===== src/rtl/ste_pkg.sv =====
// Shared sizes, types and opcodes of the sequence extreme tracker.
// Depends on nothing; used by the tracker top level.
`default_nettype none

package ste_pkg;

  localparam int MAX_ELEMENTS = 16;
  localparam int VALUE_BITS   = 32;
  localparam int IDX_W        = $clog2(MAX_ELEMENTS);
  localparam int CNT_W        = $clog2(MAX_ELEMENTS + 1);

  typedef logic signed [VALUE_BITS-1:0] val_t;
  typedef logic [IDX_W-1:0]             idx_t;
  typedef logic [CNT_W-1:0]             cnt_t;
  typedef logic [MAX_ELEMENTS-1:0]      mask_t;

  typedef enum logic [2:0] {
    OP_SET    = 3'd0,
    OP_INSERT = 3'd1,
    OP_REMOVE = 3'd2,
    OP_SWAP   = 3'd3,
    OP_CLEAR  = 3'd4,
    OP_DEFINE = 3'd5
  } op_t;

endpackage

`default_nettype wire


===== src/rtl/sequence_extreme_tracker.sv =====
// Top level of the sequence extreme tracker: element memory, edit sequencer, rescan.
// Depends on ste_pkg.
`default_nettype none

// Usage
//   A command transaction is taken on the rising edge where start is high and
//   busy is low: op, position, other_position, element_value, is_defined.
//   Exactly one result follows; done is high for one cycle while extreme_value,
//   extreme_defined, tie_mask, element_count and error hold that result. The
//   receiver cannot stall; results must be taken in the done cycle.
//   mode_max is written by cfg_write/cfg_data; the user must write it only
//   while the block is idle, as the block itself does not enforce this.
// Sequencing: every command, rejected ones too, ends with a rescan that reads
//   each held element once. A swap first reads both positions and writes
//   them back crosswise; an insert or remove first moves the elements behind
//   the position, and an insert that moved any then writes the new element.
//   The elements sit in one memory with one read and one write port; every
//   moved element and every scanned element is read through that read port.
//   busy falls in the done cycle, so the next command can be taken then.
// Reset (rst, synchronous) empties the sequence, marks it defined and selects
//   minimum tracking. The memory itself is not cleared: only entries below the
//   element count are ever read, and each was written by an insert.

module sequence_extreme_tracker (
  input  wire logic                clk,
  input  wire logic                rst,
  input  wire logic                start,
  input  wire logic [2:0]          op,
  input  wire logic [3:0]          position,
  input  wire logic [3:0]          other_position,
  input  wire logic signed [31:0]  element_value,
  input  wire logic                is_defined,
  output logic                     busy,
  output logic                     done,
  output logic signed [31:0]       extreme_value,
  output logic                     extreme_defined,
  output logic [15:0]              tie_mask,
  output logic [4:0]               element_count,
  output logic                     error,
  input  wire logic                cfg_write,
  input  wire logic                cfg_data
);

  typedef enum logic [2:0] {
    S_IDLE,
    S_SWAP_A,
    S_SWAP_B,
    S_SWAP_C,
    S_SHIFT,
    S_WRITE_NEW,
    S_SCAN
  } state_t;

  state_t           state;
  logic             mode_max;
  ste_pkg::cnt_t    count;
  ste_pkg::mask_t   valid;
  logic             seq_def;

  // latched command
  ste_pkg::op_t     op_q;
  ste_pkg::idx_t    pos_q;
  ste_pkg::idx_t    oth_q;
  ste_pkg::val_t    val_q;
  ste_pkg::val_t    hold;

  // shift pipeline
  ste_pkg::idx_t    rd_ptr;
  ste_pkg::idx_t    rd_end;
  logic             rd_more;
  logic             wr_pend;
  ste_pkg::idx_t    wr_addr;

  // scan pipeline
  ste_pkg::cnt_t    scan_ptr;
  logic             sc_pend;
  ste_pkg::idx_t    sc_idx;
  ste_pkg::val_t    best;
  ste_pkg::mask_t   mask;

  // element memory
  ste_pkg::val_t    mem [ste_pkg::MAX_ELEMENTS];
  ste_pkg::val_t    rdata;
  logic             mem_we;
  ste_pkg::idx_t    mem_waddr;
  ste_pkg::val_t    mem_wdata;
  ste_pkg::idx_t    mem_raddr;

  logic             accept;
  ste_pkg::op_t     op_in;
  ste_pkg::cnt_t    pos_ext;
  ste_pkg::cnt_t    oth_ext;
  ste_pkg::val_t    new_val;
  logic             bad;
  logic             scan_issue;
  logic             better;
  logic             same;
  logic [ste_pkg::MAX_ELEMENTS:0] below_w;
  ste_pkg::mask_t   below;

  assign busy    = (state != S_IDLE);
  assign accept  = start && (state == S_IDLE);
  assign op_in   = ste_pkg::op_t'(op);
  assign pos_ext = ste_pkg::cnt_t'(position);
  assign oth_ext = ste_pkg::cnt_t'(other_position);
  assign new_val = ste_pkg::val_t'(element_value);

  // Check the command against the current count
  always_comb begin
    case (op_in)
      ste_pkg::OP_SET, ste_pkg::OP_REMOVE: bad = (pos_ext >= count);
      ste_pkg::OP_INSERT: bad = (count == ste_pkg::cnt_t'(ste_pkg::MAX_ELEMENTS))
                                || (pos_ext > count);
      ste_pkg::OP_SWAP:   bad = (pos_ext >= count) || (oth_ext >= count);
      default:            bad = 1'b0;
    endcase
  end

  // Scan compare against the running extreme
  assign scan_issue = (scan_ptr < count);
  assign better     = mode_max ? (rdata > best) : (rdata < best);
  assign same       = (rdata == best);
  assign below_w    = ({{ste_pkg::MAX_ELEMENTS{1'b0}}, 1'b1} << count) - 1'b1;
  assign below      = below_w[ste_pkg::MAX_ELEMENTS-1:0];

  // Drive the memory ports from the sequencer state
  always_comb begin
    mem_we    = 1'b0;
    mem_waddr = wr_addr;
    mem_wdata = rdata;
    mem_raddr = position;
    unique case (state)
      S_IDLE: begin
        if (accept && !bad && ((op_in == ste_pkg::OP_SET) ||
            ((op_in == ste_pkg::OP_INSERT) && (pos_ext == count)))) begin
          mem_we    = 1'b1;
          mem_waddr = position;
          mem_wdata = new_val;
        end
      end
      S_SWAP_A: mem_raddr = oth_q;
      S_SWAP_B: begin
        mem_we    = 1'b1;
        mem_waddr = pos_q;
        mem_wdata = rdata;
      end
      S_SWAP_C: begin
        mem_we    = 1'b1;
        mem_waddr = oth_q;
        mem_wdata = hold;
      end
      S_SHIFT: begin
        mem_we    = wr_pend;
        mem_raddr = rd_ptr;
      end
      S_WRITE_NEW: begin
        mem_we    = 1'b1;
        mem_waddr = pos_q;
        mem_wdata = val_q;
      end
      S_SCAN: mem_raddr = scan_ptr[ste_pkg::IDX_W-1:0];
      default: mem_raddr = position;
    endcase
  end

  // Element memory: one write port, one registered read port
  always_ff @(posedge clk) begin
    if (mem_we) begin
      mem[mem_waddr] <= mem_wdata;
    end
    rdata <= mem[mem_raddr];
  end

  // Sequencer, flags and registered results
  always_ff @(posedge clk) begin
    if (rst) begin
      state    <= S_IDLE;
      mode_max <= 1'b0;
      count    <= '0;
      valid    <= '0;
      seq_def  <= 1'b1;
      done     <= 1'b0;
      rd_more  <= 1'b0;
      wr_pend  <= 1'b0;
      sc_pend  <= 1'b0;
    end else begin
      done <= 1'b0;
      if (cfg_write) begin
        mode_max <= cfg_data;
      end
      unique case (state)
        S_IDLE: begin
          if (accept) begin
            op_q     <= op_in;
            pos_q    <= position;
            oth_q    <= other_position;
            val_q    <= new_val;
            error    <= bad;
            scan_ptr <= '0;
            sc_pend  <= 1'b0;
            mask     <= '0;
            wr_pend  <= 1'b0;
            state    <= S_SCAN;
            if (!bad) begin
              case (op_in)
                ste_pkg::OP_SET: valid[position] <= is_defined;
                ste_pkg::OP_INSERT: begin
                  for (int i = 1; i < ste_pkg::MAX_ELEMENTS; i++) begin
                    if ((i > int'(position)) && (i <= int'(count))) begin
                      valid[i] <= valid[i-1];
                    end
                  end
                  valid[position] <= is_defined;
                  count <= count + 1'b1;
                  if (pos_ext != count) begin
                    rd_ptr  <= ste_pkg::idx_t'(count - 1'b1);
                    rd_end  <= position;
                    rd_more <= 1'b1;
                    state   <= S_SHIFT;
                  end
                end
                ste_pkg::OP_REMOVE: begin
                  for (int i = 0; i < ste_pkg::MAX_ELEMENTS - 1; i++) begin
                    if ((i >= int'(position)) && (i + 1 < int'(count))) begin
                      valid[i] <= valid[i+1];
                    end
                  end
                  valid[ste_pkg::idx_t'(count - 1'b1)] <= 1'b0;
                  count <= count - 1'b1;
                  if (pos_ext + 1'b1 != count) begin
                    rd_ptr  <= position + 1'b1;
                    rd_end  <= ste_pkg::idx_t'(count - 1'b1);
                    rd_more <= 1'b1;
                    state   <= S_SHIFT;
                  end
                end
                ste_pkg::OP_SWAP: begin
                  valid[position]       <= valid[other_position];
                  valid[other_position] <= valid[position];
                  state                 <= S_SWAP_A;
                end
                ste_pkg::OP_CLEAR: begin
                  count <= '0;
                  valid <= '0;
                end
                ste_pkg::OP_DEFINE: seq_def <= is_defined;
                default: ;
              endcase
            end
          end
        end
        S_SWAP_A: begin
          hold  <= rdata;
          state <= S_SWAP_B;
        end
        S_SWAP_B: state <= S_SWAP_C;
        S_SWAP_C: state <= S_SCAN;
        // Move one element per cycle: read ahead, write the previous read
        S_SHIFT: begin
          wr_pend <= rd_more;
          if (rd_more) begin
            wr_addr <= (op_q == ste_pkg::OP_INSERT) ? rd_ptr + 1'b1 : rd_ptr - 1'b1;
            if (rd_ptr == rd_end) begin
              rd_more <= 1'b0;
            end else begin
              rd_ptr <= (op_q == ste_pkg::OP_INSERT) ? rd_ptr - 1'b1 : rd_ptr + 1'b1;
            end
          end else begin
            state <= (op_q == ste_pkg::OP_INSERT) ? S_WRITE_NEW : S_SCAN;
          end
        end
        S_WRITE_NEW: state <= S_SCAN;
        // Read each element once and fold each defined one into the extreme and tie mask
        S_SCAN: begin
          if (scan_issue) begin
            scan_ptr <= scan_ptr + 1'b1;
          end
          sc_pend <= scan_issue;
          sc_idx  <= scan_ptr[ste_pkg::IDX_W-1:0];
          if (sc_pend && valid[sc_idx]) begin
            if ((mask == '0) || better) begin
              best <= rdata;
              mask <= ste_pkg::mask_t'(1) << sc_idx;
            end else if (same) begin
              mask[sc_idx] <= 1'b1;
            end
          end
          if (!scan_issue && !sc_pend) begin
            done            <= 1'b1;
            extreme_value   <= (mask != '0) ? 32'(best) : '0;
            extreme_defined <= seq_def && (count != '0) && ((valid & below) == below);
            tie_mask        <= 16'(mask);
            element_count   <= 5'(count);
            state           <= S_IDLE;
          end
        end
        default: state <= S_IDLE;
      endcase
    end
  end

endmodule

`default_nettype wire


===== config.mk =====
export PLATFORM = sky130hd
export DESIGN_NAME = sequence_extreme_tracker
export DESIGN_NICKNAME = d
export VERILOG_FILES = /design/src/rtl/ste_pkg.sv /design/src/rtl/sequence_extreme_tracker.sv
export SDC_FILE = /design/constraint.sdc
export NUM_CORES = 1
export LEC_CHECK = 0
export ABC_AREA = 1
export BUFFER_PORTS_ARGS = -buffer_cell sky130_fd_sc_hd__buf_2
export CAP_MARGIN = 20
export CORE_AREA = 5 5 261 263
export CTS_BUF_LIST = sky130_fd_sc_hd__clkbuf_4
export DETAILED_ROUTE_END_ITERATION = 10
export DIE_AREA = 0 0 266 268
export GPL_TIMING_DRIVEN = 0
export PLACE_DENSITY = 0.71
export SETUP_SLACK_MARGIN = 0.1
export SYNTH_ARGS = -nofsm -noshare
export SYNTH_HDL_FRONTEND = slang
export SYNTH_SLANG_ARGS = --single-unit

===== constraint.sdc =====
create_clock -name clk -period 6.4 [get_ports clk]
set_input_delay 0.96 -clock clk [delete_from_list [all_inputs] [get_ports clk]]
set_output_delay 0.96 -clock clk [all_outputs]
set_load 0.03 [all_outputs]

==> results.txt <==
The flow ran to the end, and the final reports show no timing, DRC or antenna violations. The tools report the number of buffers created by CTS as 192. The startpoint of the tightest hold check path is element_value[3]. By startpoint and endpoint, the worst setup path is classified as flop to flop. Main flop type after synthesis: sky130_fd_sc_hd__edfxtp_1. The number of design rule violations left after detail routing is 0. The count of hold-fix buffers inserted at cts came out at 0. The maximum net fanout on the critical path is 16. CTS placed an instance of sky130_fd_sc_hd__clkbuf_4 at the clock tree root. The number of hold violations in the final report was 0; the clock skew was 82.8 ps. The net count after synthesis came out at 3532.

After detailed routing, the total wire length is 116000 um. The critical path goes through buf_2 -> clkinv_1 -> ha_1 -> inv_1 -> nor2_1 -> nand3b_1 -> nand2_1 -> nand2_1 -> nand2_1 -> nand2_1 -> nand2_1 -> nand2_2 -> nand3_1 -> inv_1 -> clkbuf_1 -> nor2_1 -> nor2_1 -> o21ai_0 -> nand4_1. The logs give 0 for the yosys synthesis warning count and 6 for the first-pass iteration count of the detailed router. The clock net in this run drives a total of 773 sinks. From left edge to right edge, the die measures 266 um.

H-tree depth: 4. Counting stages on the worst path, the most repeated cell is sky130_fd_sc_hd__nand2_1. Growth of design area from synthesis to finish: 13.4%.

The die covers 71300 um2. Reg-to-reg startpoint: count[3]. Of the available clock period, the critical path in the final layout requires 72.1%. The max-slew violation total from the final report came out at 0.

The critical path required time is 6760 ps, and the detail-routed net length per standard cell is 24.4 um. The source of the critical timing path was count[3]. Slowest library cell on the worst path: sky130_fd_sc_hd__nand4_1. Number of rows in the core area: 94. The largest single stage delay on the critical path is 900 ps. The mapped netlist covers 35500 um2.

The post-synthesis cell type count is 51. The later pin in the worst-skew pair is clocked with a latency of 1060 ps. Total of max-cap violations: 0. The total global routing overflow came out at 0. The number of buffers inserted to repair setup after CTS came out at 0.

Cell leakage power: 15.8 nW. For this run, the total global-route usage over all layers was measured as 32.0%. The logs give 26434 for the number of global-route vias before repair and 1190 ps for the placement-stage worst setup slack. Synthesis inferred 773 register bits. The number of antenna violations at the first check in global routing was 7. The global-route wire length before repair is 169000 um, and the average cell area after synthesis is 10.4 um2. For this run, asynchronously set or reset flops after synthesis account for 0%.

The routability-driven placement congestion ratio is 0.942. Once the floorplan was initialized, standard cells occupied 54.3% of the core. The largest net degree at the start of global routing is 33.

In this run the vertical extent of the chip is 268 um. The tools report the number of placed I/O pins as 106. TritonCTS built the clock tree.

In this run the standard cell core region covers 65400 um2. Derived from the worst setup path, the maximum achievable clock frequency is 217 MHz. The path class of the tightest hold or removal check is input pin to flop. Kind of end point of the critical path: a flop. The number of enable flip-flop cells after synthesis is 711. Of the cells placed in the final design, the portion with a size suffix greater than 1 is 14.2%.

The number of gates resized after CTS was 0. IR analysis of the VDD net gives a maximum drop of 0.000302 V. The logs give 28123 for the routed via count and 0 for the number of failing setup endpoints in the final timing report. In this run, the number of DRC markers left after iteration 0 of detailed routing was 3572. The run gives 1780 ps as the minimum setup slack in the final design. The clock transition at the registers of the reported paths is 70 ps.

Total of buffers placed on input and output ports: 104. Cells fill 61.6% of the core in the end. In the routed layout, each cell is associated on average with a via count of 5.90.

The arrival time at the worst endpoint is 4980 ps, and the remaining antenna violation count after routing is 0. The tools report the nature of the critical path startpoint as a flop. The relative slew slack was 20.2%; the cell area power density was 511 nW/um2. The clock period minus worst slack was 4620 ps; the sum of negative setup slack was 0 ps. Setup repair after global routing left no endpoint under its margin. The estimated wirelength of the detail-placed design came out at 82300 um.

For this run, the register share of the synthesized area comes to 63.6%. The cell count after synthesis came out at 3421. The clock passes through at most 3 buffers. The slew at the pin with the worst max-slew slack is 1190 ps, and the final-stage net count is 3856.
power breakdown:
part | switching (mW) | total, mW | leakage (nW) | internal [mW]
combinational | 6.66 | 8.64 | 7.35 | 1.98
clock | 2.05 | 4.18 | 1.48 | 2.13
sequential | 0.383 | 7.75 | 6.96 | 7.37
total | 9.09 | 20.6 | 15.8 | 11.5
cell usage after synthesis (9+ instances only):
master | n | area (um2)
sky130_fd_sc_hd__o21ai_0 | 211 | 1060
sky130_fd_sc_hd__nor3_1 | 14 | 70.1
sky130_fd_sc_hd__a21oi_1 | 136 | 681
sky130_fd_sc_hd__ha_1 | 62 | 776
sky130_fd_sc_hd__a22oi_1 | 16 | 120
sky130_fd_sc_hd__edfxtp_1 | 711 | 21400
sky130_fd_sc_hd__buf_1 | 10 | 37.5
sky130_fd_sc_hd__buf_2 | 66 | 330
sky130_fd_sc_hd__inv_1 | 458 | 1720
sky130_fd_sc_hd__clkbuf_1 | 66 | 248
sky130_fd_sc_hd__o211ai_1 | 255 | 1910
sky130_fd_sc_hd__nand3_1 | 207 | 1040
sky130_fd_sc_hd__o21ai_1 | 25 | 125
sky130_fd_sc_hd__nor2_1 | 262 | 983
sky130_fd_sc_hd__dfxtp_1 | 62 | 1240
sky130_fd_sc_hd__o22ai_1 | 9 | 56.3
sky130_fd_sc_hd__nand2_1 | 684 | 2570
sky130_fd_sc_hd__nand4_1 | 52 | 325
sky130_fd_sc_hd__xor2_1 | 13 | 114
sequential cells by signal, indices dropped and copies added (netlist names), 5 cells and up, named ones only:
register / flops
element_count: 5
rdata: 32
count: 5
hold: 32
best: 32
val_q: 32
tie_mask: 16
extreme_value: 32
scan_ptr: 5
mem: 512
mask: 16
cells in the final DEF, fill, tap and decap left out, drive strengths merged, types with 2 or more instances in the layout:
master / instances
edfxtp: 711
nand2: 688
inv: 470
clkbuf: 357
nor2: 265
o211ai: 255
o21ai: 237
buf: 217
nand3: 208
a21oi: 136
ha: 62
dfxtp: 62
clkinv: 54
nand4: 52
a22oi: 16
nor3: 15
xor2: 13
o22ai: 10
nor4: 7
o21a: 7
or2: 6
o221ai: 6
o21bai: 6
nand3b: 5
diode: 4
a221oi: 4
a211oi: 4
o2111ai: 4
o311ai: 3
a22o: 2
and2: 2
a31oi: 2
clkinvlp: 2
routing by layer:
| metal | vias up | track usage [%] | part of all wire, % |
|---|---|---|---|
| met4 | 6 | 10.9 | 3.6 |
| met1 | 13348 | 45.2 | 40 |
| met3 | 259 | 8.07 | 12 |
| met5 | - | 0 | 0.038 |
| met2 | 1789 | 49.3 | 44 |
| li1 | 12721 | - | - |
final cells by class:
| class | instances | area, um2 |
|---|---|---|
| clock buffer | 291 | 2180 |
| tap | 864 | 1080 |
| fill | 5311 | 25100 |
| sequential | 773 | 22600 |
| multi-input combinational | 2023 | 10600 |
| buffer | 153 | 717 |
| clock inverter | 55 | 312 |
| timing repair buffer | 130 | 1020 |
| inverter | 472 | 1770 |
| antenna | 4 | 10.0 |
path summary, 6_finish.rpt:
kind,slack (ps),end,depth (start not counted)
min reg2reg,430,element_count[3],0
max reg2reg,1780,mem[12][24],19
min,100,val_q[3],1
max,1780,mem[12][24],19
critical path, delay by kind of cell (launching register included):
family | cells | cell delay (ps)
compound gates | 1 | 90
flops | 1 | 320
buf+inv | 5 | 1040
fa+ha+maj | 1 | 430
simple gates | 12 | 2080
per-stage QoR:
| step | power (mW) | hold slack [ps] | cells | area, um2 |
|---|---|---|---|---|
| finish | 20.6 | 97.2 | 4765 | 40300 |
| global route | 21.4 | 43.9 | 4763 | 40300 |
| global placement | 15.8 | 411 | 4389 | 37100 |
| floorplan | 12.3 | 403 | 3421 | 35500 |
| CTS | 20.2 | 11.2 | 4758 | 40200 |
| detailed placement | 16.1 | 414 | 4412 | 37700 |
logic make-up after synthesis:
| logic type | count (synthesis) | share of synthesized area [%] |
|---|---|---|
| adder cells (fa/ha/maj) | 62 | 2.18 |
| XOR/XNOR | 14 | 0.345 |
| multiplexers | 1 | 0.0282 |
| AND/OR/NAND/NOR | 1249 | 14.6 |
| buffers and inverters | 625 | 7.01 |
| AO/OA/AOI/OAI | 697 | 12.2 |
| flip-flops | 773 | 63.6 |
No activity file was read; power rests on OpenSTA's default activity.
